`src/rtl/core/cht_pkg.sv`:
```
// ----------------------------------------------------------------------------
// cht_pkg: shared types and constants of the client heartbeat table
// Field widths, result codes, register indexes, the queue item and the
// configuration bundle used by the front end, the back end and the top level.
// ----------------------------------------------------------------------------
`default_nettype none

package cht_pkg;

   localparam int SLOTS_DEFAULT = 16;

   // Field widths
   localparam int MODE_W   = 2;
   localparam int ID_W     = 32;
   localparam int STAMP_W  = 32;
   localparam int KIND_W   = 2;
   localparam int STATUS_W = 3;
   localparam int STEP_W   = 16;
   localparam int PERIOD_W = 31;
   localparam int CD_W     = 33;

   // Register port
   localparam int ADDR_W = 4;
   localparam int DATA_W = 32;

   localparam logic [1:0] REG_TICK_STEP   = 2'd0;
   localparam logic [1:0] REG_PING_PERIOD = 2'd1;
   localparam logic [1:0] REG_PING_STAMP  = 2'd2;

   localparam logic [STEP_W-1:0]   TICK_STEP_RESET   = 16'd1000;
   localparam logic [PERIOD_W-1:0] PING_PERIOD_RESET = 31'd50000;
   localparam logic [STAMP_W-1:0]  PING_STAMP_RESET  = 32'd1234;

   // Result kinds
   localparam logic [KIND_W-1:0] KIND_ACK    = 2'd0;
   localparam logic [KIND_W-1:0] KIND_PING   = 2'd1;
   localparam logic [KIND_W-1:0] KIND_DROP   = 2'd2;
   localparam logic [KIND_W-1:0] KIND_STATUS = 2'd3;

   // Result status codes
   localparam logic [STATUS_W-1:0] ST_OK        = 3'd0;
   localparam logic [STATUS_W-1:0] ST_ALREADY   = 3'd1;
   localparam logic [STATUS_W-1:0] ST_FULL      = 3'd2;
   localparam logic [STATUS_W-1:0] ST_NOT_FOUND = 3'd3;
   localparam logic [STATUS_W-1:0] ST_UNMATCHED = 3'd4;

   typedef enum logic [1:0] {
      OP_TICK       = 2'd0,
      OP_REGISTER   = 2'd1,
      OP_UNREGISTER = 2'd2,
      OP_PONG       = 2'd3
   } op_type;

   typedef enum logic [1:0] {
      B_IDLE,
      B_SCAN,
      B_DONE
   } back_state_type;

   typedef struct packed {
      op_type               op;
      logic [ID_W-1:0]      client_id;
      logic [STAMP_W-1:0]   pong_stamp;
   } item_type;

   typedef struct packed {
      logic [STEP_W-1:0]    tick_step;
      logic [PERIOD_W-1:0]  ping_period;
      logic [STAMP_W-1:0]   ping_stamp;
   } cfg_type;

endpackage

`default_nettype wire

```
`src/rtl/core/cht_if.sv`:
```
// ----------------------------------------------------------------------------
// cht_if: request and response channels of the client heartbeat table
// Valid/ready channels; an item moves when valid and ready are both high.
// ----------------------------------------------------------------------------
`default_nettype none

interface cht_req_if;
   import cht_pkg::*;

   logic                 valid;
   logic                 ready;
   logic [MODE_W-1:0]    mode;
   logic [ID_W-1:0]      client_id;
   logic [STAMP_W-1:0]   pong_stamp;

   modport source (output valid, output mode, output client_id, output pong_stamp,
                   input ready);
   modport sink   (input valid, input mode, input client_id, input pong_stamp,
                   output ready);
endinterface

interface cht_rsp_if;
   import cht_pkg::*;

   logic                 valid;
   logic                 ready;
   logic [KIND_W-1:0]    kind;
   logic [ID_W-1:0]      target_id;
   logic [STATUS_W-1:0]  status;
   logic                 last;

   modport source (output valid, output kind, output target_id, output status,
                   output last, input ready);
   modport sink   (input valid, input kind, input target_id, input status,
                   input last, output ready);
endinterface

`default_nettype wire

```
`src/rtl/core/cht_ram.sv`:
```
// ----------------------------------------------------------------------------
// cht_ram: generic simple dual-port RAM
// One write port, one read port, read data registered and held when idle.
// ----------------------------------------------------------------------------
`default_nettype none

module cht_ram #(
   parameter int WIDTH = 32,
   parameter int DEPTH = 16,
   parameter int AW    = (DEPTH > 1) ? $clog2(DEPTH) : 1
) (
   input  wire logic             clock,
   input  wire logic             wr_en,
   input  wire logic [AW-1:0]    wr_addr,
   input  wire logic [WIDTH-1:0] wr_data,
   input  wire logic             rd_en,
   input  wire logic [AW-1:0]    rd_addr,
   output logic      [WIDTH-1:0] rd_data
);

   logic [WIDTH-1:0] mem_ff [DEPTH];

   // Write port
   always_ff @(posedge clock) begin
      if (wr_en) begin
         mem_ff[wr_addr] <= wr_data;
      end
   end

   // Registered read, hold when not enabled
   always_ff @(posedge clock) begin
      if (rd_en) begin
         rd_data <= mem_ff[rd_addr];
      end
   end

endmodule

`default_nettype wire

```
`src/rtl/core/cht_front.sv`:
```
// ----------------------------------------------------------------------------
// cht_front: request intake of the client heartbeat table
// Accepts request items, classifies them by mode and holds them in a
// two-entry queue until the back end takes them.
// ----------------------------------------------------------------------------
`default_nettype none

module cht_front (
   input  wire logic      clock,
   input  wire logic      reset,
   cht_req_if.sink        req,
   output cht_pkg::item_type q_item,
   output logic           q_valid,
   input  wire logic      q_pop
);
   import cht_pkg::*;

   localparam int QDEPTH = 2;

   item_type    entry_ff [QDEPTH];
   item_type    new_item;
   logic        wr_ptr_ff, wr_ptr_in;
   logic        rd_ptr_ff, rd_ptr_in;
   logic [1:0]  count_ff,  count_in;
   logic        push;
   logic        pop;

   // Classify the incoming item
   always_comb begin
      new_item.client_id  = req.client_id;
      new_item.pong_stamp = req.pong_stamp;
      unique case (req.mode)
         OP_TICK:       new_item.op = OP_TICK;
         OP_REGISTER:   new_item.op = OP_REGISTER;
         OP_UNREGISTER: new_item.op = OP_UNREGISTER;
         default:       new_item.op = OP_PONG;
      endcase
   end

   assign req.ready = (count_ff != 2'(QDEPTH));
   assign q_valid   = (count_ff != 2'd0);
   assign q_item    = entry_ff[rd_ptr_ff];
   assign push      = req.valid && req.ready;
   assign pop       = q_pop && q_valid;

   // Advance pointers and fill count
   always_comb begin
      wr_ptr_in = push ? ~wr_ptr_ff : wr_ptr_ff;
      rd_ptr_in = pop  ? ~rd_ptr_ff : rd_ptr_ff;
      count_in  = count_ff + 2'(push) - 2'(pop);
   end

   always_ff @(posedge clock) begin
      if (reset) begin
         wr_ptr_ff <= 1'b0;
         rd_ptr_ff <= 1'b0;
         count_ff  <= 2'd0;
      end else begin
         wr_ptr_ff <= wr_ptr_in;
         rd_ptr_ff <= rd_ptr_in;
         count_ff  <= count_in;
      end
   end

   // Store the item
   always_ff @(posedge clock) begin
      if (push) begin
         entry_ff[wr_ptr_ff] <= new_item;
      end
   end

endmodule

`default_nettype wire

```
`src/rtl/core/cht_back.sv`:
```
// ----------------------------------------------------------------------------
// cht_back: table engine of the client heartbeat table
// Takes one queued item at a time, walks the slots one entry a cycle unless a
// result waits; updates ids, pending stamps and countdown; drives results.
// ----------------------------------------------------------------------------
`default_nettype none

module cht_back #(
   parameter int SLOTS = cht_pkg::SLOTS_DEFAULT
) (
   input  wire logic              clock,
   input  wire logic              reset,
   input  wire cht_pkg::cfg_type  cfg,
   input  wire cht_pkg::item_type q_item,
   input  wire logic              q_valid,
   output logic                   q_pop,
   cht_rsp_if.source              rsp
);
   import cht_pkg::*;

   localparam int IDX_W = (SLOTS > 1) ? $clog2(SLOTS) : 1;
   localparam int CNT_W = $clog2(SLOTS + 1);

   back_state_type      state_ff, state_in;
   item_type            item_ff, item_in;
   logic [CNT_W-1:0]    rd_idx_ff, rd_idx_in;
   logic                ev_valid_ff, ev_valid_in;
   logic [IDX_W-1:0]    ev_idx_ff, ev_idx_in;
   logic                hit_ff, hit_in;
   logic                free_found_ff, free_found_in;
   logic [IDX_W-1:0]    free_idx_ff, free_idx_in;
   logic [CD_W-1:0]     cd_ff, cd_in;
   logic [CD_W-1:0]     cd_dec;

   logic [SLOTS-1:0]    id_vld_ff;
   logic [SLOTS-1:0]    pd_vld_ff;
   logic                rd_id_vld_ff;
   logic                rd_pd_vld_ff;

   logic                rd_en;
   logic [IDX_W-1:0]    rd_addr;
   logic [ID_W-1:0]     id_q;
   logic [STAMP_W-1:0]  pd_q;
   logic [ID_W-1:0]     ev_id;
   logic [STAMP_W-1:0]  ev_pd;

   logic                id_we, pd_we;
   logic [IDX_W-1:0]    id_wa, pd_wa;
   logic [ID_W-1:0]     id_wd;
   logic [STAMP_W-1:0]  pd_wd;

   logic                out_free;
   logic                need_emit;
   logic                ev_done;
   logic                stop;
   logic                issue;
   logic                emit;
   logic [KIND_W-1:0]   emit_kind;
   logic [ID_W-1:0]     emit_target;
   logic [STATUS_W-1:0] emit_status;
   logic                emit_last;

   logic                rsp_valid_ff;
   logic [KIND_W-1:0]   rsp_kind_ff;
   logic [ID_W-1:0]     rsp_target_ff;
   logic [STATUS_W-1:0] rsp_status_ff;
   logic                rsp_last_ff;

   // Slot tables
   cht_ram #(.WIDTH(ID_W), .DEPTH(SLOTS), .AW(IDX_W)) u_id_ram (
      .clock   (clock),
      .wr_en   (id_we),
      .wr_addr (id_wa),
      .wr_data (id_wd),
      .rd_en   (rd_en),
      .rd_addr (rd_addr),
      .rd_data (id_q)
   );

   cht_ram #(.WIDTH(STAMP_W), .DEPTH(SLOTS), .AW(IDX_W)) u_pd_ram (
      .clock   (clock),
      .wr_en   (pd_we),
      .wr_addr (pd_wa),
      .wr_data (pd_wd),
      .rd_en   (rd_en),
      .rd_addr (rd_addr),
      .rd_data (pd_q)
   );

   // Never-written entries read as zero
   assign rd_addr  = rd_idx_ff[IDX_W-1:0];
   assign ev_id    = rd_id_vld_ff ? id_q : '0;
   assign ev_pd    = rd_pd_vld_ff ? pd_q : '0;
   assign out_free = !rsp_valid_ff || rsp.ready;
   assign cd_dec   = cd_ff - CD_W'(cfg.tick_step);

   // Sequencer: next state, table writes and results
   always_comb begin
      state_in      = state_ff;
      item_in       = item_ff;
      rd_idx_in     = rd_idx_ff;
      ev_valid_in   = ev_valid_ff;
      ev_idx_in     = ev_idx_ff;
      hit_in        = hit_ff;
      free_found_in = free_found_ff;
      free_idx_in   = free_idx_ff;
      cd_in         = cd_ff;
      q_pop         = 1'b0;
      rd_en         = 1'b0;
      id_we         = 1'b0;
      id_wa         = ev_idx_ff;
      id_wd         = '0;
      pd_we         = 1'b0;
      pd_wa         = ev_idx_ff;
      pd_wd         = '0;
      need_emit     = 1'b0;
      ev_done       = 1'b0;
      stop          = 1'b0;
      issue         = 1'b0;
      emit          = 1'b0;
      emit_kind     = KIND_STATUS;
      emit_target   = '0;
      emit_status   = ST_OK;
      emit_last     = 1'b0;

      unique case (state_ff)
         B_IDLE: begin
            if (q_valid) begin
               q_pop         = 1'b1;
               item_in       = q_item;
               rd_idx_in     = '0;
               ev_valid_in   = 1'b0;
               hit_in        = 1'b0;
               free_found_in = 1'b0;
               state_in      = B_SCAN;
               // Tick: lower the countdown; if it would go negative, reload it and sweep
               if (q_item.op == OP_TICK) begin
                  if (cd_dec[CD_W-1]) begin
                     cd_in = CD_W'(cfg.ping_period);
                  end else begin
                     cd_in    = cd_dec;
                     state_in = B_DONE;
                  end
               end
            end
         end

         B_SCAN: begin
            // Evaluate the entry held on the registered read port
            if (ev_valid_ff) begin
               unique case (item_ff.op)
                  OP_REGISTER: begin
                     if (ev_id == item_ff.client_id) begin
                        hit_in = 1'b1;
                     end
                     if ((ev_id == '0) && !free_found_ff) begin
                        free_found_in = 1'b1;
                        free_idx_in   = ev_idx_ff;
                     end
                  end
                  OP_UNREGISTER: begin
                     if (ev_id == item_ff.client_id) begin
                        hit_in = 1'b1;
                        stop   = 1'b1;
                        id_we  = 1'b1;
                     end
                  end
                  OP_PONG: begin
                     if ((ev_id != '0) && (ev_id == item_ff.client_id) &&
                         (ev_pd == item_ff.pong_stamp)) begin
                        hit_in = 1'b1;
                        stop   = 1'b1;
                        pd_we  = 1'b1;
                     end
                  end
                  OP_TICK: begin
                     if (ev_id != '0) begin
                        need_emit = 1'b1;
                        if (out_free) begin
                           emit        = 1'b1;
                           emit_target = ev_id;
                           if (ev_pd != '0) begin
                              emit_kind = KIND_DROP;
                              id_we     = 1'b1;
                           end else begin
                              emit_kind = KIND_PING;
                              pd_we     = 1'b1;
                              pd_wd     = cfg.ping_stamp;
                           end
                        end
                     end
                  end
               endcase
            end

            // Advance the walk unless a result is stuck
            ev_done = ev_valid_ff && !(need_emit && !out_free);
            issue   = !stop && (rd_idx_ff != CNT_W'(SLOTS)) && (!ev_valid_ff || ev_done);
            if (issue) begin
               rd_en       = 1'b1;
               rd_idx_in   = rd_idx_ff + CNT_W'(1);
               ev_idx_in   = rd_idx_ff[IDX_W-1:0];
               ev_valid_in = 1'b1;
            end else if (ev_done) begin
               ev_valid_in = 1'b0;
            end

            if (stop || ((rd_idx_ff == CNT_W'(SLOTS)) && (!ev_valid_ff || ev_done))) begin
               ev_valid_in = 1'b0;
               state_in    = B_DONE;
            end
         end

         B_DONE: begin
            if (out_free) begin
               emit      = 1'b1;
               emit_last = 1'b1;
               state_in  = B_IDLE;
               unique case (item_ff.op)
                  OP_REGISTER: begin
                     emit_kind   = KIND_ACK;
                     emit_target = item_ff.client_id;
                     if (hit_ff) begin
                        emit_status = ST_ALREADY;
                     end else if (!free_found_ff) begin
                        emit_status = ST_FULL;
                     end else begin
                        emit_status = ST_OK;
                        id_we       = 1'b1;
                        id_wa       = free_idx_ff;
                        id_wd       = item_ff.client_id;
                        pd_we       = 1'b1;
                        pd_wa       = free_idx_ff;
                     end
                  end
                  OP_UNREGISTER: begin
                     emit_kind   = KIND_ACK;
                     emit_target = item_ff.client_id;
                     emit_status = hit_ff ? ST_OK : ST_NOT_FOUND;
                  end
                  OP_PONG: begin
                     emit_kind   = KIND_STATUS;
                     emit_target = item_ff.client_id;
                     emit_status = hit_ff ? ST_OK : ST_UNMATCHED;
                  end
                  OP_TICK: begin
                     emit_kind   = KIND_STATUS;
                     emit_target = '0;
                     emit_status = ST_OK;
                  end
               endcase
            end
         end

         default: begin
            state_in = B_IDLE;
         end
      endcase
   end

   // Control registers
   always_ff @(posedge clock) begin
      if (reset) begin
         state_ff    <= B_IDLE;
         ev_valid_ff <= 1'b0;
         cd_ff       <= CD_W'(PING_PERIOD_RESET);
         id_vld_ff   <= '0;
         pd_vld_ff   <= '0;
      end else begin
         state_ff    <= state_in;
         ev_valid_ff <= ev_valid_in;
         cd_ff       <= cd_in;
         if (id_we) begin
            id_vld_ff[id_wa] <= 1'b1;
         end
         if (pd_we) begin
            pd_vld_ff[pd_wa] <= 1'b1;
         end
      end
   end

   // Per-item working registers
   always_ff @(posedge clock) begin
      item_ff       <= item_in;
      rd_idx_ff     <= rd_idx_in;
      ev_idx_ff     <= ev_idx_in;
      hit_ff        <= hit_in;
      free_found_ff <= free_found_in;
      free_idx_ff   <= free_idx_in;
      if (rd_en) begin
         rd_id_vld_ff <= id_vld_ff[rd_addr];
         rd_pd_vld_ff <= pd_vld_ff[rd_addr];
      end
   end

   // Output register: hold a result until taken
   always_ff @(posedge clock) begin
      if (reset) begin
         rsp_valid_ff <= 1'b0;
      end else if (emit) begin
         rsp_valid_ff <= 1'b1;
      end else if (rsp.ready) begin
         rsp_valid_ff <= 1'b0;
      end
   end

   always_ff @(posedge clock) begin
      if (emit) begin
         rsp_kind_ff   <= emit_kind;
         rsp_target_ff <= emit_target;
         rsp_status_ff <= emit_status;
         rsp_last_ff   <= emit_last;
      end
   end

   assign rsp.valid     = rsp_valid_ff;
   assign rsp.kind      = rsp_kind_ff;
   assign rsp.target_id = rsp_target_ff;
   assign rsp.status    = rsp_status_ff;
   assign rsp.last      = rsp_last_ff;

endmodule

`default_nettype wire

```
`src/rtl/core/client_heartbeat_table.sv`:
```
// ----------------------------------------------------------------------------
// client_heartbeat_table: keepalive table of registered client ids
// Request items (tick, register, unregister, pong) go in on req; one or more
// result items per request come out on rsp, the final one marked by last.
// Three registers (tick_step, ping_period, ping_stamp) sit on the APB port
// at byte addresses 0, 4 and 8.
//
// A request is queued, then the engine walks the SLOTS entries of the
// table one per cycle, holding while rsp stalls, through the registered
// read port of the slot RAMs. Register, unregister and pong walk the table
// (unregister and pong stop at the first match); a tick without a sweep
// skips the walk, and a sweep gives a ping or drop result per registered id.
// The engine takes a new request only when done with the last one. A
// two-entry queue lets requests arrive while the engine works.
// Reset empties the table at once (per-entry valid bits, no clearing pass),
// loads the register defaults and the countdown. When rsp stalls, the walk
// holds on the entry whose result waits; nothing is dropped.
// ----------------------------------------------------------------------------
`default_nettype none

module client_heartbeat_table #(
   parameter int SLOTS = cht_pkg::SLOTS_DEFAULT
) (
   input  wire logic                        clock,
   input  wire logic                        reset,
   cht_req_if.sink                          req,
   cht_rsp_if.source                        rsp,
   input  wire logic                        psel,
   input  wire logic                        penable,
   input  wire logic                        pwrite,
   input  wire logic [cht_pkg::ADDR_W-1:0]  paddr,
   input  wire logic [cht_pkg::DATA_W-1:0]  pwdata,
   output logic      [cht_pkg::DATA_W-1:0]  prdata,
   output logic                             pready
);
   import cht_pkg::*;

   logic [STEP_W-1:0]   tick_step_ff;
   logic [PERIOD_W-1:0] ping_period_ff;
   logic [STAMP_W-1:0]  ping_stamp_ff;
   logic                csr_write;
   logic [1:0]          csr_index;
   cfg_type             cfg;
   item_type            q_item;
   logic                q_valid;
   logic                q_pop;

   assign pready    = 1'b1;
   assign csr_write = psel && penable && pwrite && pready;
   assign csr_index = paddr[3:2];

   // Configuration registers
   always_ff @(posedge clock) begin
      if (reset) begin
         tick_step_ff   <= TICK_STEP_RESET;
         ping_period_ff <= PING_PERIOD_RESET;
         ping_stamp_ff  <= PING_STAMP_RESET;
      end else if (csr_write) begin
         unique case (csr_index)
            REG_TICK_STEP:   tick_step_ff   <= pwdata[STEP_W-1:0];
            REG_PING_PERIOD: ping_period_ff <= pwdata[PERIOD_W-1:0];
            REG_PING_STAMP:  ping_stamp_ff  <= pwdata[STAMP_W-1:0];
            default: ;
         endcase
      end
   end

   // Register readback
   always_comb begin
      unique case (csr_index)
         REG_TICK_STEP:   prdata = DATA_W'(tick_step_ff);
         REG_PING_PERIOD: prdata = DATA_W'(ping_period_ff);
         REG_PING_STAMP:  prdata = DATA_W'(ping_stamp_ff);
         default:         prdata = '0;
      endcase
   end

   assign cfg.tick_step   = tick_step_ff;
   assign cfg.ping_period = ping_period_ff;
   assign cfg.ping_stamp  = ping_stamp_ff;

   cht_front u_front (
      .clock   (clock),
      .reset   (reset),
      .req     (req),
      .q_item  (q_item),
      .q_valid (q_valid),
      .q_pop   (q_pop)
   );

   cht_back #(.SLOTS(SLOTS)) u_back (
      .clock   (clock),
      .reset   (reset),
      .cfg     (cfg),
      .q_item  (q_item),
      .q_valid (q_valid),
      .q_pop   (q_pop),
      .rsp     (rsp)
   );

   // The engine only takes an item the queue holds
   a_pop_needs_item: assert property (@(posedge clock) disable iff (reset)
      q_pop |-> q_valid)
      else $error("engine popped an empty queue");

   // Reset loads the register defaults
   a_reset_defaults: assert property (@(posedge clock)
      reset |=> (tick_step_ff == TICK_STEP_RESET) &&
                (ping_period_ff == PING_PERIOD_RESET) &&
                (ping_stamp_ff == PING_STAMP_RESET))
      else $error("register defaults not loaded by reset");

   // A write to the ping stamp register lands in the next cycle
   a_stamp_write: assert property (@(posedge clock) disable iff (reset)
      (csr_write && (csr_index == REG_PING_STAMP)) |=>
         (ping_stamp_ff == $past(pwdata[STAMP_W-1:0])))
      else $error("ping stamp write lost");

endmodule

`default_nettype wire
```
`src/flat_wrapper.sv`:
```
// flat-port wrapper written by rule: the top's interface ports become plain ports
module client_heartbeat_table_flat import cht_pkg::*;
#(
   parameter int SLOTS = cht_pkg::SLOTS_DEFAULT
)
  (clock, reset, psel, penable, pwrite, paddr, pwdata, prdata, pready, req_valid, req_mode, req_client_id, req_pong_stamp, req_ready, rsp_valid, rsp_kind, rsp_target_id, rsp_status, rsp_last, rsp_ready);
  cht_req_if req_i ();
  cht_rsp_if rsp_i ();
  input  wire logic clock;
  input  wire logic reset;
  input  wire logic psel;
  input  wire logic penable;
  input  wire logic pwrite;
  input  wire logic [cht_pkg::ADDR_W-1:0] paddr;
  input  wire logic [cht_pkg::DATA_W-1:0] pwdata;
  output logic      [cht_pkg::DATA_W-1:0] prdata;
  output logic pready;
  input wire logic [$bits(req_i.valid)-1:0] req_valid;
  input wire logic [$bits(req_i.mode)-1:0] req_mode;
  input wire logic [$bits(req_i.client_id)-1:0] req_client_id;
  input wire logic [$bits(req_i.pong_stamp)-1:0] req_pong_stamp;
  output wire logic [$bits(req_i.ready)-1:0] req_ready;
  output wire logic [$bits(rsp_i.valid)-1:0] rsp_valid;
  output wire logic [$bits(rsp_i.kind)-1:0] rsp_kind;
  output wire logic [$bits(rsp_i.target_id)-1:0] rsp_target_id;
  output wire logic [$bits(rsp_i.status)-1:0] rsp_status;
  output wire logic [$bits(rsp_i.last)-1:0] rsp_last;
  input wire logic [$bits(rsp_i.ready)-1:0] rsp_ready;
  assign req_i.valid = req_valid;
  assign req_i.mode = req_mode;
  assign req_i.client_id = req_client_id;
  assign req_i.pong_stamp = req_pong_stamp;
  assign req_ready = req_i.ready;
  assign rsp_valid = rsp_i.valid;
  assign rsp_kind = rsp_i.kind;
  assign rsp_target_id = rsp_i.target_id;
  assign rsp_status = rsp_i.status;
  assign rsp_last = rsp_i.last;
  assign rsp_i.ready = rsp_ready;
  client_heartbeat_table #(.SLOTS(SLOTS)) u_core (.clock(clock), .reset(reset), .req(req_i), .rsp(rsp_i), .psel(psel), .penable(penable), .pwrite(pwrite), .paddr(paddr), .pwdata(pwdata), .prdata(prdata), .pready(pready));
endmodule
```
`config.mk`:
```
export PLATFORM = sky130hd
export DESIGN_NAME = client_heartbeat_table_flat
export DESIGN_NICKNAME = d
export VERILOG_FILES = /design/src/rtl/core/cht_pkg.sv /design/src/rtl/core/cht_if.sv /design/src/rtl/core/cht_ram.sv /design/src/rtl/core/cht_front.sv /design/src/rtl/core/cht_back.sv /design/src/rtl/core/client_heartbeat_table.sv /design/src/flat_wrapper.sv
export SDC_FILE = /design/constraint.sdc
export NUM_CORES = 2
export LEC_CHECK = 0
export BUFFER_PORTS_ARGS = -buffer_cell sky130_fd_sc_hd__clkbuf_2
export CORE_ASPECT_RATIO = 1.25
export CORE_MARGIN = 4
export CORE_UTILIZATION = 35
export DETAILED_ROUTE_END_ITERATION = 12
export SYNTH_ARGS = -nofsm -noshare
export SYNTH_HDL_FRONTEND = slang
export SYNTH_HIERARCHICAL = 1
export SYNTH_SLANG_ARGS = --single-unit
```
`constraint.sdc`:
```
create_clock -name clock -period 17.2 [get_ports clock]
set_clock_uncertainty 0.2 [all_clocks]
set_input_delay 1.72 -clock clock [delete_from_list [all_inputs] [get_ports clock]]
set_output_delay 1.72 -clock clock [all_outputs]
set_load 0.01 [all_outputs]
```
; Word-level counts from Yosys, hierarchy flattened
; Memories as Yosys holds them, arrays and structs flattened. A register that Yosys moved wholly into a read port is not among the register bits.
; Cells that the tools add are included.
[word_totals]
wordCells = 228
output_inout_bits = 73
n_memories = 3
regBits = 273
ramBits = 1156
inputBits = 109
[memory_table]
columns = name, words, word_bits, read_ports, rd_ports_with_merged_regs, write_ports, line_no
row1 = u_core.u_back.u_id_ram.mem_ff, 16, 32, 1, 1, 1, cht_ram.sv:21  ; logic [WIDTH-1:0] mem_ff [DEPTH];
row2 = u_core.u_back.u_pd_ram.mem_ff, 16, 32, 1, 1, 1, cht_ram.sv:21
row3 = u_core.u_front.entry_ff, 2, 66, 1, 1, 1, cht_front.sv:20  ; item_type entry_ff [QDEPTH];
[classes]
n_reduce_logical = 49
eq_ne = 25
n_bitwise = 4
addsub = 4
mux = 114
n_lt_le_gt_ge = 3
[op_table]
columns = cell, n
row1 = 2-to-1 mux 32 bit, 19
row2 = case mux 32 bit (2 select lines), 2
row3 = case mux 32 bit (3 select lines), 1
row4 = == test 32 bit, 2
row5 = nonzero test 32 bit, 2
row6 = 2-to-1 mux 1 bit, 51
row7 = subtractor 33 x 16 -> 33 bit, 1
row8 = zero test 32 bit, 1
row9 = OR 16 bit, 2
row10 = 2-to-1 mux 2 bit, 14
row11 = 2-to-1 mux 4 bit, 5
row12 = case mux 1 bit (2 select lines), 10
row13 = "inequality test 2 bit, second input constant", 7
row14 = logical AND 1 bit, 13
row15 = case mux 2 bit (3 select lines), 2
row16 = case mux 3 bit (4 select lines), 1
row17 = AND reduction 2 bit, 6
row18 = AND reduction 3 bit, 4
row19 = "== test 2 bit, second input constant", 5
row20 = zero test 2 bit, 5
row21 = "< comparator 4 x 5 -> 1 bit, second input constant", 2
row22 = 2-to-1 mux 5 bit, 2
row23 = case mux 5 bit (2 select lines), 1
row24 = "inequality test 3 bit, second input constant", 3
row25 = 22 further kinds, 38

; Depth between registers and ports, before layout
[depth]
depth_word = 14
depth_mapped = 12
ltp_nobuf = 11

; By module
; The synthesis kept the hierarchy.
[by_module_without_submodules]
columns = mod, cells_each, area_each_um2, instances
row1 = cht_ram, 838, 20155.6, 2
row2 = cht_back, 1090, 10754.1, 1
row3 = cht_front, 236, 5034.8, 1
row4 = client_heartbeat_table, 384, 3771.1, 1

; Least setup slack after synthesis
; No wires, ideal clock.
[synth_path]
path_type = input -> register
startpoint = in rsp_ready
endpoint = mem u_core.u_back.u_id_ram.mem_ff[0][0], enable pin
arrival_time_ps = 5849
path_stages = 10
slack_ps = 10690
cell_sequence = nand2b_1 -> nand2_1 -> nor2_1 -> and3_1 -> clkbuf_1 -> o31ai_1 -> clkbuf_1 -> inv_1 -> or3b_2 -> nor3_1
[synth_via]
elab_chain_cells = 8
word_cells_on_any_way = 11
[synth_lines]
columns = element, line_no
row1 = from (decl), flat_wrapper.sv:28  ; input wire logic [$bits(rsp_i.ready)-1:0] rsp_ready;
row2 = logical OR 1 bit (*), cht_back.sv:94  ; assign out_free = !rsp_valid_ff || rsp.ready;
row3 = 2-to-1 mux 1 bit, cht_back.sv:179  ; if (out_free) begin
row4 = 2-to-1 mux 1 bit, cht_back.sv:177  ; if (ev_id != '0) begin
row5 = case mux 1 bit (2 select lines), cht_back.sv:151  ; unique case (item_ff.op)
row6 = 2-to-1 mux 1 bit, cht_back.sv:150  ; if (ev_valid_ff) begin
row7 = case mux 1 bit (2 select lines) (*), cht_back.sv:126  ; unique case (state_ff)
row8 = via u_core.u_back.id_we, cht_back.sv:47  ; logic id_we, pd_we;
row9 = 2-to-1 mux 1 bit (*), cht_ram.sv:25  ; if (wr_en) begin
row10 = 2-to-1 mux 1 bit (implied by the code) (*), cht_ram.sv:26  ; mem_ff[wr_addr] <= wr_data;
row11 = to (decl), cht_ram.sv:21
; Mark *: on every way through the listed nets, which the timed path passes. The rest lies on a longest branch.

; Worst setup path in the final report
[layout_path]
startpoint = in paddr[2] in the netlist's numbering
endpoint = out prdata[12] in the netlist's numbering
[layout_via]
elab_chain_cells = 2
word_cells_on_any_way = 4
[layout_lines]
columns = element, line_no
row1 = from (decl), flat_wrapper.sv:14  ; input wire logic [cht_pkg::ADDR_W-1:0] paddr;
row2 = "== test 2 bit, or another cell as far along", client_heartbeat_table.sv:70  ; unique case (csr_index)
row3 = case mux 32 bit (3 select lines) (*), client_heartbeat_table.sv:70
row4 = to (decl), flat_wrapper.sv:16  ; output logic [cht_pkg::DATA_W-1:0] prdata;
; Every way passes the cells marked *; elsewhere a longest branch is shown, timed or not.

==> run_summary.xml <==
<?xml version="1.0" encoding="UTF-8"?>
<metrics>
  <group name="setup_path">
    <metric name="critPathCapture" unit="">prdata[12]</metric>
    <metric name="most_repeated_library_cell_on_the_critical_path" unit="">sky130_fd_sc_hd__clkbuf_2</metric>
    <metric name="setup.worst_path.end_class" unit="">output port</metric>
    <metric name="rr_endpoint" unit="">u_core/u_back/u_pd_ram/mem_ff[13][14]$_DFFE_PP_</metric>
    <metric name="critical_path.cell_chain" unit="">clkbuf_2, nor2b_4, nand2_1, o21ai_0, clkbuf_2</metric>
    <metric name="timing.critical_path.from_type" unit="">input pin</metric>
    <metric name="critical_path_cell_count" unit="">5</metric>
    <metric name="crit_family" unit="">simple AND/OR/NAND/NOR gates</metric>
    <metric name="crit_start" unit="">paddr[2]</metric>
    <metric name="criticalPathCategory" unit="">in -&gt; out</metric>
    <metric name="critical_path.max_fanout" unit="">32</metric>
    <metric name="crit_arrival" unit="ps">3620</metric>
    <metric name="crit-reg2reg-launch" unit="">u_core/u_back/item_ff[6]$_DFFE_PP_</metric>
    <metric name="crit_path_max_incr_delay" unit="ps">890</metric>
    <metric name="crit_path_max_delay_cell_type" unit="">sky130_fd_sc_hd__nor2b_4</metric>
    <metric name="reg2reg_depth" unit="">10</metric>
    <metric name="r2r_setup_slack" unit="ps">11930</metric>
    <metric name="worst_ep_required_time" unit="ps">15280</metric>
    <metric name="critical_path.n_buffers_inverters" unit="">2</metric>
  </group>
  <group name="clocking">
    <metric name="hold_buffers" unit="">0</metric>
    <metric name="clkSlewWorstSetupHoldPaths" unit="ps">60</metric>
    <metric name="clk-insertion-delay-late" unit="ps">790</metric>
    <metric name="clock_tree.buffer_depth" unit="">3</metric>
    <metric name="cts_resized" unit="">0</metric>
    <metric name="ctsHtreeMaxLevel" unit="">4</metric>
    <metric name="post_cts_setup_bufs" unit="">0</metric>
    <metric name="clock_sinks" unit="">1493</metric>
    <metric name="cts_root_buffer" unit="">sky130_fd_sc_hd__clkbuf_16</metric>
    <metric name="tritoncts_clock_tree" unit="">built</metric>
    <metric name="cts_made_buffers" unit="">151</metric>
  </group>
  <group name="finish">
    <metric name="syn2layout_area_growth" unit="%">14.30</metric>
    <metric name="fin_nets" unit="">3740</metric>
    <metric name="fin_util" unit="%">40.30</metric>
    <metric name="layout-drive-gt1-share" unit="%">23.22</metric>
    <metric name="finalNonFillerCells" unit="">5951</metric>
    <metric name="fillCellCount" unit="">15140</metric>
    <metric name="sequential_cell_area" unit="µm²">43320</metric>
    <metric name="area_used_by_multi_input_combinational_logic" unit="µm²">15700</metric>
    <metric name="post_route_cell_area" unit="µm²">68430</metric>
  </group>
  <group name="logic_synthesis">
    <metric name="synth-simple-area-share" unit="%">6.230</metric>
    <metric name="yosys_warnings" unit="">6</metric>
    <metric name="postSynthCellCount" unit="">3386</metric>
    <metric name="synth-adder-area-share" unit="%">0.5977</metric>
    <metric name="ys_dominant_reg_cell" unit="">sky130_fd_sc_hd__edfxtp_1</metric>
    <metric name="synthMostInstantiatedCell" unit="">sky130_fd_sc_hd__edfxtp_1</metric>
    <metric name="synth_area_leaders" unit="">sky130_fd_sc_hd__edfxtp_1, sky130_fd_sc_hd__mux4_2, sky130_fd_sc_hd__dfxtp_1</metric>
    <metric name="synth.area.mux_share" unit="%">12.98</metric>
    <metric name="synthesis.area_per_instance" unit="µm²">17.68</metric>
    <metric name="ys_types" unit="">83</metric>
    <metric name="synth_xor_xnor_area_share" unit="%">0.6437</metric>
    <metric name="synth-edff-count" unit="">1341</metric>
    <metric name="syn-cell-area" unit="µm²">59870</metric>
    <metric name="mappedNetlistNets" unit="">3523</metric>
    <metric name="synth.top_cell.area_share" unit="%">67.26</metric>
    <metric name="synth_seq_cells" unit="">1493</metric>
    <metric name="largest_family_of_logic_cells_by_synthesized_area" unit="">multiplexers</metric>
    <metric name="synth_common_cells" unit="">sky130_fd_sc_hd__edfxtp_1, sky130_fd_sc_hd__mux4_2, sky130_fd_sc_hd__a22oi_1, sky130_fd_sc_hd__dfxtp_1, sky130_fd_sc_hd__nand2_1</metric>
    <metric name="synth_seq_area_share" unit="%">72.34</metric>
    <metric name="synth_top_area_cell" unit="">sky130_fd_sc_hd__edfxtp_1</metric>
    <metric name="synthArstFlopShare" unit="%">0</metric>
    <metric name="synth_compound_gate_area_share" unit="%">5.233</metric>
  </group>
  <group name="floorplanning">
    <metric name="die_w" unit="µm">377.9</metric>
    <metric name="io-pin-count" unit="">182</metric>
    <metric name="die-area" unit="µm²">177800</metric>
    <metric name="effective_utilization_at_floorplan" unit="%">35.26</metric>
    <metric name="core_area" unit="µm²">169800</metric>
    <metric name="core.rowCount" unit="">169</metric>
    <metric name="die_height" unit="µm">470.4</metric>
  </group>
  <group name="place">
    <metric name="finalWeightedCongestion" unit="">0.7916</metric>
    <metric name="io_buffers" unit="">178</metric>
    <metric name="dp_cells" unit="">5673</metric>
    <metric name="detailed_placement_wirelength_estimate" unit="µm">84580</metric>
    <metric name="placed_area" unit="µm²">63550</metric>
    <metric name="pre_cts_slack" unit="ps">11190</metric>
  </group>
  <group name="timing">
    <metric name="rsz0062_at_grt" unit="">false</metric>
    <metric name="slew_violations" unit="">0</metric>
    <metric name="hold_viol_final" unit="">0</metric>
    <metric name="post-route-period-util" unit="%">32.22</metric>
    <metric name="final-setup-viol-count" unit="">0</metric>
    <metric name="timing.fmax" unit="MHz">180.5</metric>
    <metric name="max-slew-margin-rel" unit="%">21.76</metric>
    <metric name="finalCriticalPeriod" unit="ps">5542</metric>
    <metric name="tightest_pin_transition" unit="ps">1167</metric>
    <metric name="setup_total_negative_slack" unit="ps">0</metric>
    <metric name="timing.hold.ws" unit="ps">247.2</metric>
    <metric name="minimum_setup_slack_in_the_final_design" unit="ps">11660</metric>
  </group>
  <group name="power">
    <metric name="power" unit="mW">9.774</metric>
    <metric name="total_switching_power" unit="mW">2.921</metric>
    <metric name="power_switching_share" unit="%">29.88</metric>
    <metric name="power-per-cell-area" unit="nW/µm²">142.8</metric>
    <metric name="p_comb_share" unit="%">20.9</metric>
    <metric name="power.share.clock" unit="%">32.9</metric>
    <metric name="power.ir.vdd_worst" unit="mV">0.1338</metric>
    <metric name="cell_internal_pwr" unit="mW">6.854</metric>
    <metric name="power_leakage" unit="nW">19.97</metric>
    <metric name="share_seq_of_total_power" unit="%">46.2</metric>
  </group>
  <group name="worst_hold_path">
    <metric name="hold_class" unit="">reg -&gt; reg</metric>
    <metric name="worstHoldPathCells" unit="">0</metric>
  </group>
  <group name="global_route">
    <metric name="antenna_found_initial" unit="">7</metric>
    <metric name="grt_pass1_wl" unit="µm">217500</metric>
    <metric name="grtUsageTotal" unit="%">16.43</metric>
    <metric name="grt_max_degree" unit="">153</metric>
    <metric name="overflow" unit="">0</metric>
    <metric name="first_global_vias" unit="">32248</metric>
  </group>
  <group name="detailed_routing">
    <metric name="top_signal_layer_used" unit="">met5</metric>
    <metric name="detailedRoute.firstIterationViolations" unit="">3143</metric>
    <metric name="met2WireLength" unit="µm">71730</metric>
    <metric name="wl_met1" unit="µm">62700</metric>
    <metric name="wl_per_cell" unit="µm">24.91</metric>
    <metric name="drt.antenna.violating_nets" unit="">0</metric>
    <metric name="post_route_wl" unit="µm">148200</metric>
    <metric name="vias" unit="">32208</metric>
    <metric name="drt_pass_1_iters" unit="">6</metric>
    <metric name="remaining_drc_errors" unit="">0</metric>
    <metric name="drt-vias-per-instance" unit="">5.412</metric>
    <metric name="wl_met3" unit="µm">10320</metric>
  </group>
  <group name="job">
    <metric name="drv_cap" unit="">0</metric>
  </group>
  <group name="status">
    <metric name="status" unit="">completed</metric>
  </group>
</metrics>
worst min-delay path by stage:
| stage | start | end | slack (ps) |
|---|---|---|---|
| final | u_core/u_back/ev_idx_ff[2]$_DFFE_PP_ | u_core/u_back/free_idx_ff[2]$_DFFE_PP_ | 250 |
| after global routing | u_core/u_back/ev_idx_ff[2]$_DFFE_PP_ | u_core/u_back/free_idx_ff[2]$_DFFE_PP_ | 260 |
| after CTS | u_core/u_back/ev_idx_ff[2]$_DFFE_PP_ | u_core/u_back/free_idx_ff[2]$_DFFE_PP_ | 250 |
| after detailed placement | u_core/u_back/ev_idx_ff[2]$_DFFE_PP_ | u_core/u_back/free_idx_ff[2]$_DFFE_PP_ | 240 |
| after global placement | u_core/u_back/ev_idx_ff[2]$_DFFE_PP_ | u_core/u_back/free_idx_ff[2]$_DFFE_PP_ | 240 |
| after floorplan | u_core/u_back/ev_idx_ff[2]$_DFFE_PP_ | u_core/u_back/free_idx_ff[2]$_DFFE_PP_ | 220 |
metal layers:
layer / vias to the layer above / GRT usage, %
met5: - / 0
met4: 2 / 4.593
met3: 213 / 3.198
met2: 1184 / 26.62
met1: 16847 / 22.65
li1: 13962 / -
cell type report:
class,count,share of cell area [%]
flip-flops and latches,1493,63.30
multi-input cells,1629,22.95
clock buffers,195,5.884
well taps,2223,4.065
repair buffers,246,2.112
clock inverters,81,1.236
inverters,82,0.4534
diodes,2,0.007314
logic make-up after synthesis:
kind of cell	count (synthesis)
simple gates	688
flops	1493
other cells	1
compound gates	433
xor+xnor	44
buf+inv	264
mux	435
fa+ha+maj	28
sequential cells by signal, summed over array words and instances (netlist names), 31 cells and up, named ones only:
register,flops
u_core/u_back/u_pd_ram/mem_ff,512
u_core/u_back/u_id_ram/mem_ff,512
u_core/ping_period_ff,31
u_core/u_back/u_id_ram/rd_data,32
u_core/ping_stamp_ff,32
u_core/u_back/cd_ff,32
u_core/u_back/rsp.target_id,32
u_core/u_back/item_ff,66
u_core/u_back/u_pd_ram/rd_data,32
u_core/u_front/entry_ff,132
cells in the final DEF (no fill, tap or decap), types with 27 or more instances in the layout:
cell type / instances
sky130_fd_sc_hd__a22oi_1: 173
sky130_fd_sc_hd__o21ai_0: 64
sky130_fd_sc_hd__clkbuf_1: 38
sky130_fd_sc_hd__clkbuf_2: 177
sky130_fd_sc_hd__inv_1: 79
sky130_fd_sc_hd__mux4_2: 266
sky130_fd_sc_hd__and2_1: 46
sky130_fd_sc_hd__nand2b_1: 114
sky130_fd_sc_hd__o32ai_1: 34
sky130_fd_sc_hd__a21oi_1: 34
sky130_fd_sc_hd__clkinv_1: 31
sky130_fd_sc_hd__edfxtp_1: 1341
sky130_fd_sc_hd__clkbuf_16: 153
sky130_fd_sc_hd__nand2_1: 143
sky130_fd_sc_hd__mux2i_1: 100
sky130_fd_sc_hd__buf_4: 65
sky130_fd_sc_hd__ha_1: 27
sky130_fd_sc_hd__and3_1: 40
sky130_fd_sc_hd__dfxtp_1: 151
sky130_fd_sc_hd__nor2b_1: 41
sky130_fd_sc_hd__nor2_1: 110
sky130_fd_sc_hd__mux2_2: 68
power groups by stage:
| stage | sequential [mW] | combinational, mW | clock [mW] |
|---|---|---|---|
| after global placement | 4.58 | 2.05 | 0 |
| after CTS | 4.51 | 2.08 | 3.28 |
| after detailed placement | 4.59 | 2.08 | 0 |
| after global routing | 4.54 | 2.21 | 3.44 |
| after floorplan | 4.48 | 1.42 | 0 |
| final | 4.52 | 2.05 | 3.21 |
No activity file was read; power rests on OpenSTA's default activity.
